### src/sv/mbps_pkg.sv
`timescale 1ns / 1ps

package mbps_pkg;

    localparam int DEFAULT_MAX_PATTERN = 16;
    localparam int DEFAULT_INDEX_WIDTH = 32;

    // Bytes that the pattern registers can hold; positions beyond are wildcards.
    localparam int PATTERN_BYTES = 16;

    localparam int CFG_DATA_WIDTH = 64;
    localparam int CFG_ADDR_WIDTH = 3;
    localparam int PLEN_WIDTH     = 5;
    localparam int OFFSET_WIDTH   = 32;
    localparam int LOC_WIDTH      = 34;

    localparam logic [CFG_ADDR_WIDTH-1:0] REG_PATTERN_LOW  = 3'd0;
    localparam logic [CFG_ADDR_WIDTH-1:0] REG_PATTERN_HIGH = 3'd1;
    localparam logic [CFG_ADDR_WIDTH-1:0] REG_CARE_MASK    = 3'd2;
    localparam logic [CFG_ADDR_WIDTH-1:0] REG_PATTERN_LEN  = 3'd3;
    localparam logic [CFG_ADDR_WIDTH-1:0] REG_RESULT_OFF   = 3'd4;

    typedef struct packed {
        logic [PATTERN_BYTES*8-1:0] pattern;
        logic [PATTERN_BYTES-1:0]   care;
        logic [PLEN_WIDTH-1:0]      plen;
        logic [OFFSET_WIDTH-1:0]    offset;
    } cfg_t;

endpackage

### src/sv/mbps_cfg_regs.sv
`timescale 1ns / 1ps

module mbps_cfg_regs import mbps_pkg::*; #(
    parameter int MAX_PATTERN = DEFAULT_MAX_PATTERN,
    parameter int LEN_WIDTH   = $clog2(MAX_PATTERN + 1)
) (
    input  logic                      aclk,
    input  logic                      aresetn,
    input  logic                      cfg_we,
    input  logic [CFG_ADDR_WIDTH-1:0] cfg_addr,
    input  logic [CFG_DATA_WIDTH-1:0] cfg_wdata,
    output cfg_t                      cfg,
    output logic [LEN_WIDTH-1:0]      active_len
);

    localparam int CW = (LEN_WIDTH > PLEN_WIDTH) ? LEN_WIDTH : PLEN_WIDTH;

    logic [63:0]             pat_low_reg;
    logic [63:0]             pat_high_reg;
    logic [15:0]             care_reg;
    logic [PLEN_WIDTH-1:0]   plen_reg;
    logic [OFFSET_WIDTH-1:0] offset_reg;
    logic [CW-1:0]           plen_ext;

    always_ff @(posedge aclk) begin
        if (!aresetn) begin
            pat_low_reg  <= '0;
            pat_high_reg <= '0;
            care_reg     <= '0;
            plen_reg     <= PLEN_WIDTH'(1);
            offset_reg   <= '0;
        end else if (cfg_we) begin
            case (cfg_addr)
                REG_PATTERN_LOW:  pat_low_reg  <= cfg_wdata;
                REG_PATTERN_HIGH: pat_high_reg <= cfg_wdata;
                REG_CARE_MASK:    care_reg     <= cfg_wdata[15:0];
                REG_PATTERN_LEN:  plen_reg     <= cfg_wdata[PLEN_WIDTH-1:0];
                REG_RESULT_OFF:   offset_reg   <= cfg_wdata[OFFSET_WIDTH-1:0];
                default: ;
            endcase
        end
    end

    assign cfg.pattern = {pat_high_reg, pat_low_reg};
    assign cfg.care    = care_reg;
    assign cfg.plen    = plen_reg;
    assign cfg.offset  = offset_reg;

    // A length of zero acts as one; anything above the window depth saturates.
    always_comb begin
        plen_ext = CW'(plen_reg);
        if (plen_reg == '0) begin
            active_len = LEN_WIDTH'(1);
        end else if (plen_ext > CW'(MAX_PATTERN)) begin
            active_len = LEN_WIDTH'(MAX_PATTERN);
        end else begin
            active_len = plen_ext[LEN_WIDTH-1:0];
        end
    end

endmodule

### src/sv/mbps_window.sv
`timescale 1ns / 1ps

module mbps_window import mbps_pkg::*; #(
    parameter int MAX_PATTERN = DEFAULT_MAX_PATTERN,
    parameter int INDEX_WIDTH = DEFAULT_INDEX_WIDTH,
    parameter int LEN_WIDTH   = $clog2(MAX_PATTERN + 1)
) (
    input  logic                     aclk,
    input  logic                     aresetn,
    input  logic                     s_valid,
    output logic                     s_ready,
    input  logic [7:0]               s_data_byte,
    input  logic                     s_last_byte,
    input  logic                     advance,
    output logic                     stg_valid,
    output logic                     stg_last,
    output logic [LEN_WIDTH-1:0]     stg_fill,
    output logic [INDEX_WIDTH-1:0]   stg_index,
    output logic [MAX_PATTERN*8-1:0] window
);

    logic [7:0]             window_reg [MAX_PATTERN];
    logic [LEN_WIDTH-1:0]   fill_reg;
    logic [LEN_WIDTH-1:0]   fill_next;
    logic [INDEX_WIDTH-1:0] index_reg;
    logic                   stg_valid_reg;
    logic                   stg_last_reg;
    logic [LEN_WIDTH-1:0]   stg_fill_reg;
    logic [INDEX_WIDTH-1:0] stg_index_reg;
    logic                   accept;

    assign s_ready = !stg_valid_reg || advance;
    assign accept  = s_valid && s_ready;

    assign fill_next = (fill_reg < LEN_WIDTH'(MAX_PATTERN)) ? fill_reg + LEN_WIDTH'(1)
                                                             : fill_reg;

    always_ff @(posedge aclk) begin
        if (!aresetn) begin
            stg_valid_reg <= 1'b0;
            fill_reg      <= '0;
            index_reg     <= '0;
        end else begin
            if (s_ready) begin
                stg_valid_reg <= s_valid;
            end
            if (accept) begin
                fill_reg  <= s_last_byte ? '0 : fill_next;
                index_reg <= s_last_byte ? '0 : index_reg + INDEX_WIDTH'(1);
            end
        end
    end

    // The window holds the newest byte at entry zero; it survives the end of a scan.
    always_ff @(posedge aclk) begin
        if (!aresetn) begin
            for (int i = 0; i < MAX_PATTERN; i++) begin
                window_reg[i] <= '0;
            end
        end else if (accept) begin
            window_reg[0] <= s_data_byte;
            for (int i = 1; i < MAX_PATTERN; i++) begin
                window_reg[i] <= window_reg[i-1];
            end
        end
    end

    always_ff @(posedge aclk) begin
        if (accept) begin
            stg_last_reg  <= s_last_byte;
            stg_fill_reg  <= fill_next;
            stg_index_reg <= index_reg;
        end
    end

    assign stg_valid = stg_valid_reg;
    assign stg_last  = stg_last_reg;
    assign stg_fill  = stg_fill_reg;
    assign stg_index = stg_index_reg;

    always_comb begin
        for (int i = 0; i < MAX_PATTERN; i++) begin
            window[i*8 +: 8] = window_reg[i];
        end
    end

endmodule

### src/sv/mbps_match.sv
`timescale 1ns / 1ps

module mbps_match import mbps_pkg::*; #(
    parameter int MAX_PATTERN = DEFAULT_MAX_PATTERN,
    parameter int LEN_WIDTH   = $clog2(MAX_PATTERN + 1)
) (
    input  cfg_t                     cfg,
    input  logic [LEN_WIDTH-1:0]     active_len,
    input  logic [MAX_PATTERN*8-1:0] window,
    output logic                     matched
);

    // Only the first sixteen pattern positions can ever be compared.
    localparam int CMP = (MAX_PATTERN < PATTERN_BYTES) ? MAX_PATTERN : PATTERN_BYTES;
    localparam int IXW = (MAX_PATTERN > 1) ? $clog2(MAX_PATTERN) : 1;

    logic [7:0]     win [MAX_PATTERN];
    logic [CMP-1:0] miss;

    always_comb begin
        for (int i = 0; i < MAX_PATTERN; i++) begin
            win[i] = window[i*8 +: 8];
        end
    end

    // Pattern byte i lines up with window entry len-1-i (oldest byte first).
    for (genvar i = 0; i < CMP; i++) begin : g_pos
        logic [LEN_WIDTH-1:0] pos;
        assign pos = active_len - LEN_WIDTH'(1) - LEN_WIDTH'(i);
        assign miss[i] = (LEN_WIDTH'(i) < active_len) && cfg.care[i]
                         && (win[pos[IXW-1:0]] != cfg.pattern[i*8 +: 8]);
    end

    assign matched = (miss == '0);

endmodule

### src/sv/masked_byte_pattern_scanner_top.sv
`timescale 1ns / 1ps

// Masked byte pattern scanner.
// Bytes enter on the s_ channel, one per item, with s_last_byte on the final
// byte of a scan. Each byte is shifted into a window of the most recent bytes,
// and the newest pattern_length bytes are compared with the pattern, skipping
// positions whose care bit is clear. The first match of a scan yields one item
// on the m_ channel with m_found high and m_location equal to the match start
// index plus result_offset; later matches in that scan give nothing. A scan
// that ends without a match yields one item with m_found low on its last byte.
// m_valid is registered behind the window stage: one register holds
// the window, the compare logic sits between it and the output register. The block
// takes one byte per cycle whenever the output register is empty or being read.
// While m_valid waits for m_ready the output holds; s_ready falls once the window
// stage is also full. Reset empties both stages, clears the window, the fill count,
// the byte index and the match flag, and returns the registers to their reset
// values. The user must make configuration writes while no scan is active.
module masked_byte_pattern_scanner_top import mbps_pkg::*; #(
    parameter int MAX_PATTERN = DEFAULT_MAX_PATTERN,
    parameter int INDEX_WIDTH = DEFAULT_INDEX_WIDTH
) (
    input  logic                        aclk,
    input  logic                        aresetn,
    input  logic                        cfg_we,
    input  logic [CFG_ADDR_WIDTH-1:0]   cfg_addr,
    input  logic [CFG_DATA_WIDTH-1:0]   cfg_wdata,
    input  logic                        s_valid,
    output logic                        s_ready,
    input  logic [7:0]                  s_data_byte,
    input  logic                        s_last_byte,
    output logic                        m_valid,
    input  logic                        m_ready,
    output logic                        m_found,
    output logic signed [LOC_WIDTH-1:0] m_location
);

    localparam int LEN_WIDTH = $clog2(MAX_PATTERN + 1);

    cfg_t                     cfg;
    logic [LEN_WIDTH-1:0]     active_len;
    logic                     advance;
    logic                     stg_valid;
    logic                     stg_last;
    logic [LEN_WIDTH-1:0]     stg_fill;
    logic [INDEX_WIDTH-1:0]   stg_index;
    logic [MAX_PATTERN*8-1:0] window;
    logic                     matched;
    logic                     hit;
    logic                     miss_end;
    logic [INDEX_WIDTH-1:0]   start;
    logic [LOC_WIDTH-1:0]     start_loc;
    logic [LOC_WIDTH-1:0]     location;

    logic                     match_done_reg;
    logic                     m_valid_reg;
    logic                     m_found_reg;
    logic [LOC_WIDTH-1:0]     m_location_reg;

    mbps_cfg_regs #(
        .MAX_PATTERN (MAX_PATTERN),
        .LEN_WIDTH   (LEN_WIDTH)
    ) u_cfg (
        .aclk       (aclk),
        .aresetn    (aresetn),
        .cfg_we     (cfg_we),
        .cfg_addr   (cfg_addr),
        .cfg_wdata  (cfg_wdata),
        .cfg        (cfg),
        .active_len (active_len)
    );

    mbps_window #(
        .MAX_PATTERN (MAX_PATTERN),
        .INDEX_WIDTH (INDEX_WIDTH),
        .LEN_WIDTH   (LEN_WIDTH)
    ) u_window (
        .aclk        (aclk),
        .aresetn     (aresetn),
        .s_valid     (s_valid),
        .s_ready     (s_ready),
        .s_data_byte (s_data_byte),
        .s_last_byte (s_last_byte),
        .advance     (advance),
        .stg_valid   (stg_valid),
        .stg_last    (stg_last),
        .stg_fill    (stg_fill),
        .stg_index   (stg_index),
        .window      (window)
    );

    mbps_match #(
        .MAX_PATTERN (MAX_PATTERN),
        .LEN_WIDTH   (LEN_WIDTH)
    ) u_match (
        .cfg        (cfg),
        .active_len (active_len),
        .window     (window),
        .matched    (matched)
    );

    assign advance  = !m_valid_reg || m_ready;
    assign hit      = !match_done_reg && (stg_fill >= active_len) && matched;
    assign miss_end = !match_done_reg && stg_last && !hit;

    // The start index wraps with the byte index.
    assign start = stg_index + INDEX_WIDTH'(1) - INDEX_WIDTH'(active_len);

    if (INDEX_WIDTH >= LOC_WIDTH) begin : g_start_trunc
        assign start_loc = start[LOC_WIDTH-1:0];
    end else begin : g_start_ext
        assign start_loc = {{(LOC_WIDTH-INDEX_WIDTH){1'b0}}, start};
    end

    assign location = start_loc
                    + {{(LOC_WIDTH-OFFSET_WIDTH){cfg.offset[OFFSET_WIDTH-1]}}, cfg.offset};

    always_ff @(posedge aclk) begin
        if (!aresetn) begin
            m_valid_reg    <= 1'b0;
            match_done_reg <= 1'b0;
        end else if (advance) begin
            m_valid_reg <= stg_valid && (hit || miss_end);
            if (stg_valid) begin
                match_done_reg <= stg_last ? 1'b0 : (match_done_reg || hit);
            end
        end
    end

    always_ff @(posedge aclk) begin
        if (advance && stg_valid) begin
            m_found_reg    <= hit;
            m_location_reg <= hit ? location : '0;
        end
    end

    assign m_valid    = m_valid_reg;
    assign m_found    = m_found_reg;
    assign m_location = m_location_reg;

endmodule

### config.mk
export PLATFORM = sky130hd
export DESIGN_NAME = masked_byte_pattern_scanner_top
export DESIGN_NICKNAME = d
export VERILOG_FILES = /design/src/sv/mbps_pkg.sv /design/src/sv/mbps_cfg_regs.sv /design/src/sv/mbps_window.sv /design/src/sv/mbps_match.sv /design/src/sv/masked_byte_pattern_scanner_top.sv
export SDC_FILE = /design/constraint.sdc
export NUM_CORES = 1
export LEC_CHECK = 0
export ABC_AREA = 1
export BUFFER_PORTS_ARGS = -buffer_cell sky130_fd_sc_hd__buf_2
export CORE_MARGIN = 2
export CORE_UTILIZATION = 50
export CTS_BUF_LIST = sky130_fd_sc_hd__clkbuf_2
export CTS_CLUSTER_DIAMETER = 40
export DETAILED_ROUTE_END_ITERATION = 8
export PLACE_DENSITY = 0.71
export SETUP_SLACK_MARGIN = 0.02
export SLEW_MARGIN = 20
export SYNTH_ARGS = -nofsm -noshare
export SYNTH_HDL_FRONTEND = slang
export SYNTH_SLANG_ARGS = --single-unit
### constraint.sdc
create_clock -name aclk -period 8.3 [get_ports aclk]
set_input_delay 1.66 -clock aclk [delete_from_list [all_inputs] [get_ports aclk]]
set_output_delay 1.66 -clock aclk [all_outputs]
set_load 0.005 [all_outputs]
==> results of run 1 <==
cell type report:
type | instances | share of cell area [%]
inverters | 419 | 5.21
flip-flops and latches | 422 | 34.6
repair buffers | 149 | 2.76
clock buffers | 178 | 2.95
clock inverters | 31 | 0.564
well taps | 748 | 3.10
multi-input cells | 3225 | 50.7
diodes | 6 | 0.0497
through the flow:
stage	power, W	cell area (um2)	instances
final	0.00578	30200	5178
after global routing	0.00611	30200	5177
after CTS	0.00574	30200	5172
after detailed placement	0.00422	29100	4963
after global placement	0.00420	29100	4963
after floorplan	0.00365	28100	4263
layer usage:
metal	share of wire (%)	vias to the layer above	GRT usage, %
li1	-	14100	-
met5	0.020	-	0
met1	44	13100	48.1
met4	4.0	2	13.2
met2	39	1527	45.4
met3	13	209	10.8
synth_stat cells (7+ instances only):
cell type | count | area share, %
nor3_1 | 14 | 0.25
xnor2_1 | 28 | 0.87
nand2_1 | 1312 | 18
a21oi_1 | 173 | 3.1
inv_1 | 408 | 5.4
clkbuf_1 | 104 | 1.4
xor2_1 | 53 | 1.6
edfxtp_1 | 201 | 21
nand2_2 | 9 | 0.20
o21ai_1 | 8 | 0.14
nand3_1 | 742 | 13
nor2_1 | 434 | 5.8
a31oi_1 | 9 | 0.20
inv_2 | 9 | 0.12
nand4_1 | 9 | 0.20
ha_1 | 86 | 3.8
a21boi_0 | 7 | 0.19
buf_2 | 56 | 1.0
o21a_1 | 12 | 0.32
buf_1 | 30 | 0.40
nand3b_1 | 40 | 1.1
o21ai_0 | 236 | 4.2
dfxtp_1 | 221 | 16
how the worst max path moves through the flow:
stage	start	to	slack (ns)	depth (start not counted)
after floorplan	m_ready	u_window.index_reg[3]$_SDFFE_PN0P_	2.19	9
after global placement	u_cfg.plen_ext[3]$_SDFFE_PN0P_	m_location[33]$_SDFFCE_PN0P_	1.75	40
after detailed placement	u_cfg.plen_ext[3]$_SDFFE_PN0P_	m_location[33]$_SDFFCE_PN0P_	1.63	40
after CTS	u_cfg.plen_ext[3]$_SDFFE_PN0P_	m_location[33]$_SDFFCE_PN0P_	1.62	40
after global routing	u_cfg.plen_ext[3]$_SDFFE_PN0P_	m_location[33]$_SDFFCE_PN0P_	0.82	40
final	u_cfg.plen_ext[3]$_SDFFE_PN0P_	m_location[33]$_SDFFCE_PN0P_	1.56	40
power breakdown:
group / total (W) / switching, W / internal [W]
clock: 0.00154 / 0.000949 / 0.000588
combinational: 0.00187 / 0.00133 / 0.000541
sequential: 0.00237 / 0.0000690 / 0.00230
critical path: cells and delay by family (launching register included):
kind | cells | cell delay [ns]
and+or+nand+nor | 22 | 2.28
AOI/OAI and AO/OA | 8 | 1.81
adders and majority gates | 4 | 1.31
buffers and inverters | 6 | 0.72
DFF | 1 | 0.37
cell families (layout without fill, tap and decap cells):
kind of cell / after synthesis / count (layout) / synth area share [%]
AND/OR/NAND/NOR: 2582 / 2582 / 38.7
buffers and inverters: 616 / 777 / 8.60
AO/OA/AOI/OAI: 474 / 474 / 8.99
flip-flops: 422 / 422 / 37.2
adder cells (fa/ha/maj): 88 / 88 / 3.97
XOR/XNOR: 81 / 81 / 2.52
other: 0 / 6 / 0
==> impl_results.md, run 1 <==
- Reg2reg path depth: 40
- Static Leak: 14.6 nW
- Worst Setup Start Kind: flip-flop
- Gr ovfl total: 0
- Peak supply drop: approximately 0.10 mV
- Register area share after synthesis: 37.2%
- CP most frequent cell: nand2_1
- Final worst path period share: 81.2%
- TritonRoute pass-1 iters: 6
- Mapped Nets: about 4400
- Hold Path End: u_window.stg_index[22]$_DFFE_PP_
- Antenna violations before repair: 5
- Synth Instances: 4263
- Max reg flops: 128
- Status: finished clean
- DRC violations left: 0
- Filler cells: approximately 5600
- Worst Hold Class: reg -> reg
- Yosys reg bits: between 400 and 500
- Worst skew pair latency: approximately 1.2 ns
- Core area: 55400 um2
- Cell Pwr Density: 191 nW/um2
- Die ar.: approximately 58000 um2
- Mapped Area: 28100 um2
- Initial Utilization: 50.8%
- CP max stage cell: buf_4
- Register-to-register setup slack: approximately 1.6 ns
- Worst Skew: between 0.08 and 0.09 ns
- Tmin final: 6.74 ns
- Most frequent cells in the layout: nand2_1 (1307), nand3_1 (741), nor2_1 (433), inv_1 (407), o21ai_0 (236)
- FP Rows: 86
- Num Clock Sinks: around 420
- Overall Global Routing Usage: approximately a third
- RSZ-0062 raised after global routing: false
- Die height: roughly 240 um
- Final setup fails: 0
- Gpl congestion: just over 1
- Post-CTS Hold Buffers: 0
- CP required: 9.24 ns
- Routed Antenna Nets: 0
- Vias per inst: approximately 5.6
- Post-DP HPWL: slightly above 70000 um
- Place WS: about 1.6 ns
- Worst-margin pin slew: between 1 and 1.5 ns
- TritonCTS clock tree: done
- Post-layout util: between 50 and 60%
- # IOs: 118
- Routed via count: between 20000 and 30000
- CTS Root Cell: clkbuf_2
- First-pass GRT wire length: between 100000 and 150000 um
- Vias in the first global route: 25400
- Syn_area_per_cell: roughly 6.6 um2
- Final wirelength: about 97000 um
- Max Cap Viol: 0
- Hold Vio Cnt, Final: 0
- Die outline width: around 240 um
- Crit Path Category: reg -> reg
- Fin Setup TNS: 0 ns
- Worst r2r dst: m_location[33]$_SDFFCE_PN0P_
- Netlist cell types: 46
- Total CTS buffers: 114
- Clk pin slew, worst setup/hold paths: ~0.10 ns
- CP arrival: 7.67 ns
- Register area: ~10000 um2
- Post-CTS setup repair buffer count: 0
- Hold WS: between 0.4 and 0.5 ns
- CP peak stage delay: 0.44 ns
- Crit end category: flip-flop
- Main synth FF type: dfxtp_1
- Fmax: between 100 and 150 MHz
- Setup WS post-layout: ~1.6 ns
- 1st-iter DRT viols: about 3800
- Max clock buf depth: 3
- Ys Warns: 0
- Post-synth EDFFs: approximately 200
- Largest net degree at the start of global routing: 92
- Hold Crit Depth: 0
- PortBufs: about 120
- CTS H-tree lvls: 3
- Commonest non-fill, non-tap cell in the layout: nand2_1
- Worst Hold Launch: u_window.index_reg[22]$_SDFFE_PN0P_
- Crit Path Max Fanout: 46
- Crit Reg-Reg Startpoint: u_cfg.plen_ext[3]$_SDFFE_PN0P_
- CTS resizes: 0
- Fin nets: 4500
- Fin. max-slew vios: 0
- Fraction of layout cells with a size suffix above 1: between 8 and 9%
- Wire per inst: between 15 and 20 um
- FFs w/ async S/R, synth: 0%
- Multi-input gate area: around 15000 um2
- Layout area overhead: 7.32%
- Slew HR: between 30% and 40%
No activity file was read; power rests on OpenSTA's default activity.
==> run 2, diff against run 1 <==
- ABC_AREA: 1 -> 0
- PLACE_DENSITY: 0.71 -> 0.73
- clock period: 8.3 -> 5.97 ns (I/O delays scaled with it)
==> impl_results.md, run 2 <==
- CTS Root Cell: clkbuf_2
- # IOs: 118 (unchanged)
- Main synth FF type: dfxtp_1
- Final worst path period share: 94.0% (+13 points)
- Most frequent cell after synthesis: nand2_1
- Synth Instances: 2736 (-36%)
- Worst Skew: 0.126 ns (+0.0394 ns)
- Simple-Gate Fraction of Synth Area: 16.0% (-23 points)
- Die ar.: 58000 um2 (-0.40%)
- Peak supply drop: 0.120 mV (+18%)
- CTS H-tree lvls: 3 (unchanged)
- Fin. max-slew vios: 0 (unchanged)
- Yosys reg bits: 422 (unchanged)
- Fin nets: 3015 (-33%)
- Largest net degree at the start of global routing: 121 (+32%)
- Commonest non-fill, non-tap cell in the layout: nand2_1
- Total power draw: 0.00703 W (+22%)
- CP most frequent cell: a21oi_1
- Most frequent cells in the layout: nand2_1 (423), dfxtp_1 (218), edfxtp_1 (201), mux4_2 (184), a21boi_0 (179)
- Share of the synthesized area in the top cell type: 21.5% (+0.088 points)
- TritonRoute pass-1 iters: 8 (+2)
- Mapped Area: 28000 um2 (-0.41%)
- Register area share after synthesis: 37.3% (+0.15 points)
- Leading area contributor after synthesis: edfxtp_1
- Post-synthesis xor/xnor area fraction: 6.99% (+4.5 points)
- Final wirelength: 90800 um (-6.6%)
- Post-synth EDFFs: 201 (unchanged)
- Largest family of logic cells by synthesized area: multiplexers
- CP peak stage delay: 0.38 ns (-0.06 ns)
- Fmax: 178 MHz (+20%)
- Wire per inst: 24.7 um (+31%)
- Max clock buf depth: 3 (unchanged)
- PortBufs: 117 (unchanged)
- Overall Global Routing Usage: 31.2% (-2.1 points)
- Setup WS post-layout: 0.356 ns (-1.21 ns)
- Antenna violations before repair: 3 (-2)
- Sequential power share: 47.1% (+6.2 points)
- Main area contributors after synthesis: edfxtp_1 (22%), dfxtp_1 (16%), mux4_2 (15%), nand2_1 (5.7%), a21boi_0 (4.9%)
- Static Leak: 11.9 nW (-19%)
- FP Rows: 86 (unchanged)
- DRC violations left: 0 (unchanged)
- Final setup fails: 0 (unchanged)
- Mapped Nets: 2905 (-34%)
- Comb power frac: 21.8% (-11 points)
- 1st-iter DRT viols: 3074 (-19%)
- Delay-heaviest family, CP: compound AO/OA/AOI/OAI gates
- Switching Power: 0.00226 W (-3.8%)
- Die height: 241 um (-0.20%)
- Synth cell count leaders: nand2_1 (425), dfxtp_1 (221), edfxtp_1 (201)
- Crit path buffers/inverters: 1 (-5)
- Vias per inst: 6.37 (+14%)
- Status: finished clean
- First-pass GRT wire length: 135000 um (-8.2%)
- Worst-margin pin slew: 1.19 ns (+0.171 ns)
- Max reg flops: 128 (unchanged)
- Slew HR: 20.4% (-11 points)
- Crit Path Max Fanout: 4 (-91%)
- Initial Utilization: 50.8% (about the same)
- Place WS: 0.0996 ns (-1.53 ns)
- Vias in the first global route: 22100 (-13%)
- Fraction of the mapped netlist area in adder cells: 3.98% (+0.016 points)
- Compound-Gate Fraction of Synth Area: 13.6% (+4.6 points)
- Ys Warns: 0 (unchanged)
- Tmin final: 5.61 ns (-1.12 ns)
- CP required: 6.90 ns (-2.34 ns)
- Post-DP HPWL: 65800 um (-7.8%)
- Crit Path Category: reg -> reg
- Sw Ratio: 32.2% (-8.5 points)
- CP max stage cell: dfxtp_2
- Hold Vio Cnt, Final: 0 (unchanged)
- Post-layout util: 55.3% (+0.78 points)
- Worst skew pair latency: 1.26 ns (+0.03 ns)
- Clk pin slew, worst setup/hold paths: 0.11 ns (about the same)
- Routed Antenna Nets: 0 (unchanged)
- Worst Hold Class: in -> reg
- Routed via count: 23400 (-19%)
- Fin Setup TNS: 0 ns (unchanged)
- Crit end category: flip-flop
- Worst Setup Start Kind: flip-flop
- Max Cap Viol: 0 (unchanged)
- Internal power: 0.00477 W (+39%)
- Fraction of layout cells with a size suffix above 1: 20.8% (+12 points)
- Gr ovfl total: 0 (unchanged)
- Core area: 55200 um2 (-0.39%)
- Total CTS buffers: 111 (-2.6%)
- Netlist cell types: 83 (+80%)
- Clock power share: 31.2% (+4.6 points)
- CP arrival: 6.54 ns (-1.13 ns)
- Num Clock Sinks: 422 (unchanged)
- Die outline width: 241 um (-0.20%)
- Multiplexer share of the synthesized area: 18.7% (+19 points)
- Hold WS: 0.209 ns (-0.226 ns)
- Cell Pwr Density: 230 nW/um2 (+20%)
- TritonCTS clock tree: done
- Gpl congestion: 1.00 (-1.3%)
- Syn_area_per_cell: 10.2 um2 (+55%)
- FFs w/ async S/R, synth: 0% (unchanged)
- Layout area overhead: 8.87%
## run 2: worst reg2reg max path, delay by kind of cell (launching register included)
family / cells / cell delay (ns)
simple gates: 5 / 0.79
flops: 1 / 0.38
compound gates: 18 / 2.86
fa+ha+maj: 3 / 0.94
xor+xnor: 2 / 0.32
buf+inv: 1 / 0.06
## run 2: metrics by stage
step	cell area, um2	std cells
after global placement	29300	3479
after detailed placement	29300	3479
after floorplan	28000	2736
after CTS	30400	3676
after global routing	30500	3682
final	30500	3682
## run 2: cell families (layout without fill, tap and decap cells)
family | count (synthesis) | count (layout)
AO/OA/AOI/OAI | 539 | 539
XOR/XNOR | 219 | 219
adder cells (fa/ha/maj) | 88 | 88
buffers and inverters | 240 | 434
flip-flops | 422 | 422
multiplexers | 290 | 290
other | 0 | 4
AND/OR/NAND/NOR | 938 | 938
## run 2: repair_timing
| item | CTS | global route |
|---|---|---|
| setup buffers | 0 | 2 |
| endpoints found under the setup margin | 0 | 12 |
| resized for setup | 0 | 24 |
| hold buffers | 0 | 0 |
## run 2: worst paths after layout
check / start / end / slack (ns) / cells past startpoint
max: u_cfg.plen_ext[3]$_SDFFE_PN0P_ / m_location[30]$_SDFFCE_PN0P_ / 0.36 / 29
min: cfg_wdata[44] / u_cfg.pat_high_reg[44]$_SDFFE_PN0P_ / 0.21 / 3
max reg2reg: u_cfg.plen_ext[3]$_SDFFE_PN0P_ / m_location[30]$_SDFFCE_PN0P_ / 0.36 / 29
min reg2reg: u_window.index_reg[31]$_SDFFE_PN0P_ / u_window.stg_index[31]$_DFFE_PP_ / 0.42 / 0
## run 2: cell type report
class,count,area (um2)
diodes,4,10.0
clock buffers,156,781
clock inverters,41,299
fillers,4855,24700
inverters,64,244
multi-input cells,2074,16700
flip-flops and latches,422,10500
well taps,748,936
repair buffers,173,1050
## run 2: power groups by stage
stage | logic [W] | registers [W] | clock network, W
after floorplan | 0.00106 | 0.00331 | 0
after global placement | 0.00146 | 0.00336 | 0
after detailed placement | 0.00149 | 0.00337 | 0
after CTS | 0.00150 | 0.00330 | 0.00223
after global routing | 0.00163 | 0.00332 | 0.00238
final | 0.00153 | 0.00331 | 0.00219
## run 2: metal layers
layer  global-route usage [%]  vias to the layer above  wire length (um)
met5                        0                        -                 0
met4                     12.0                        0              3170
met3                     8.49                      177             10200
met2                     47.5                     1336             40700
met1                     42.5                    11500             36700
li1                         -                    10400                 -
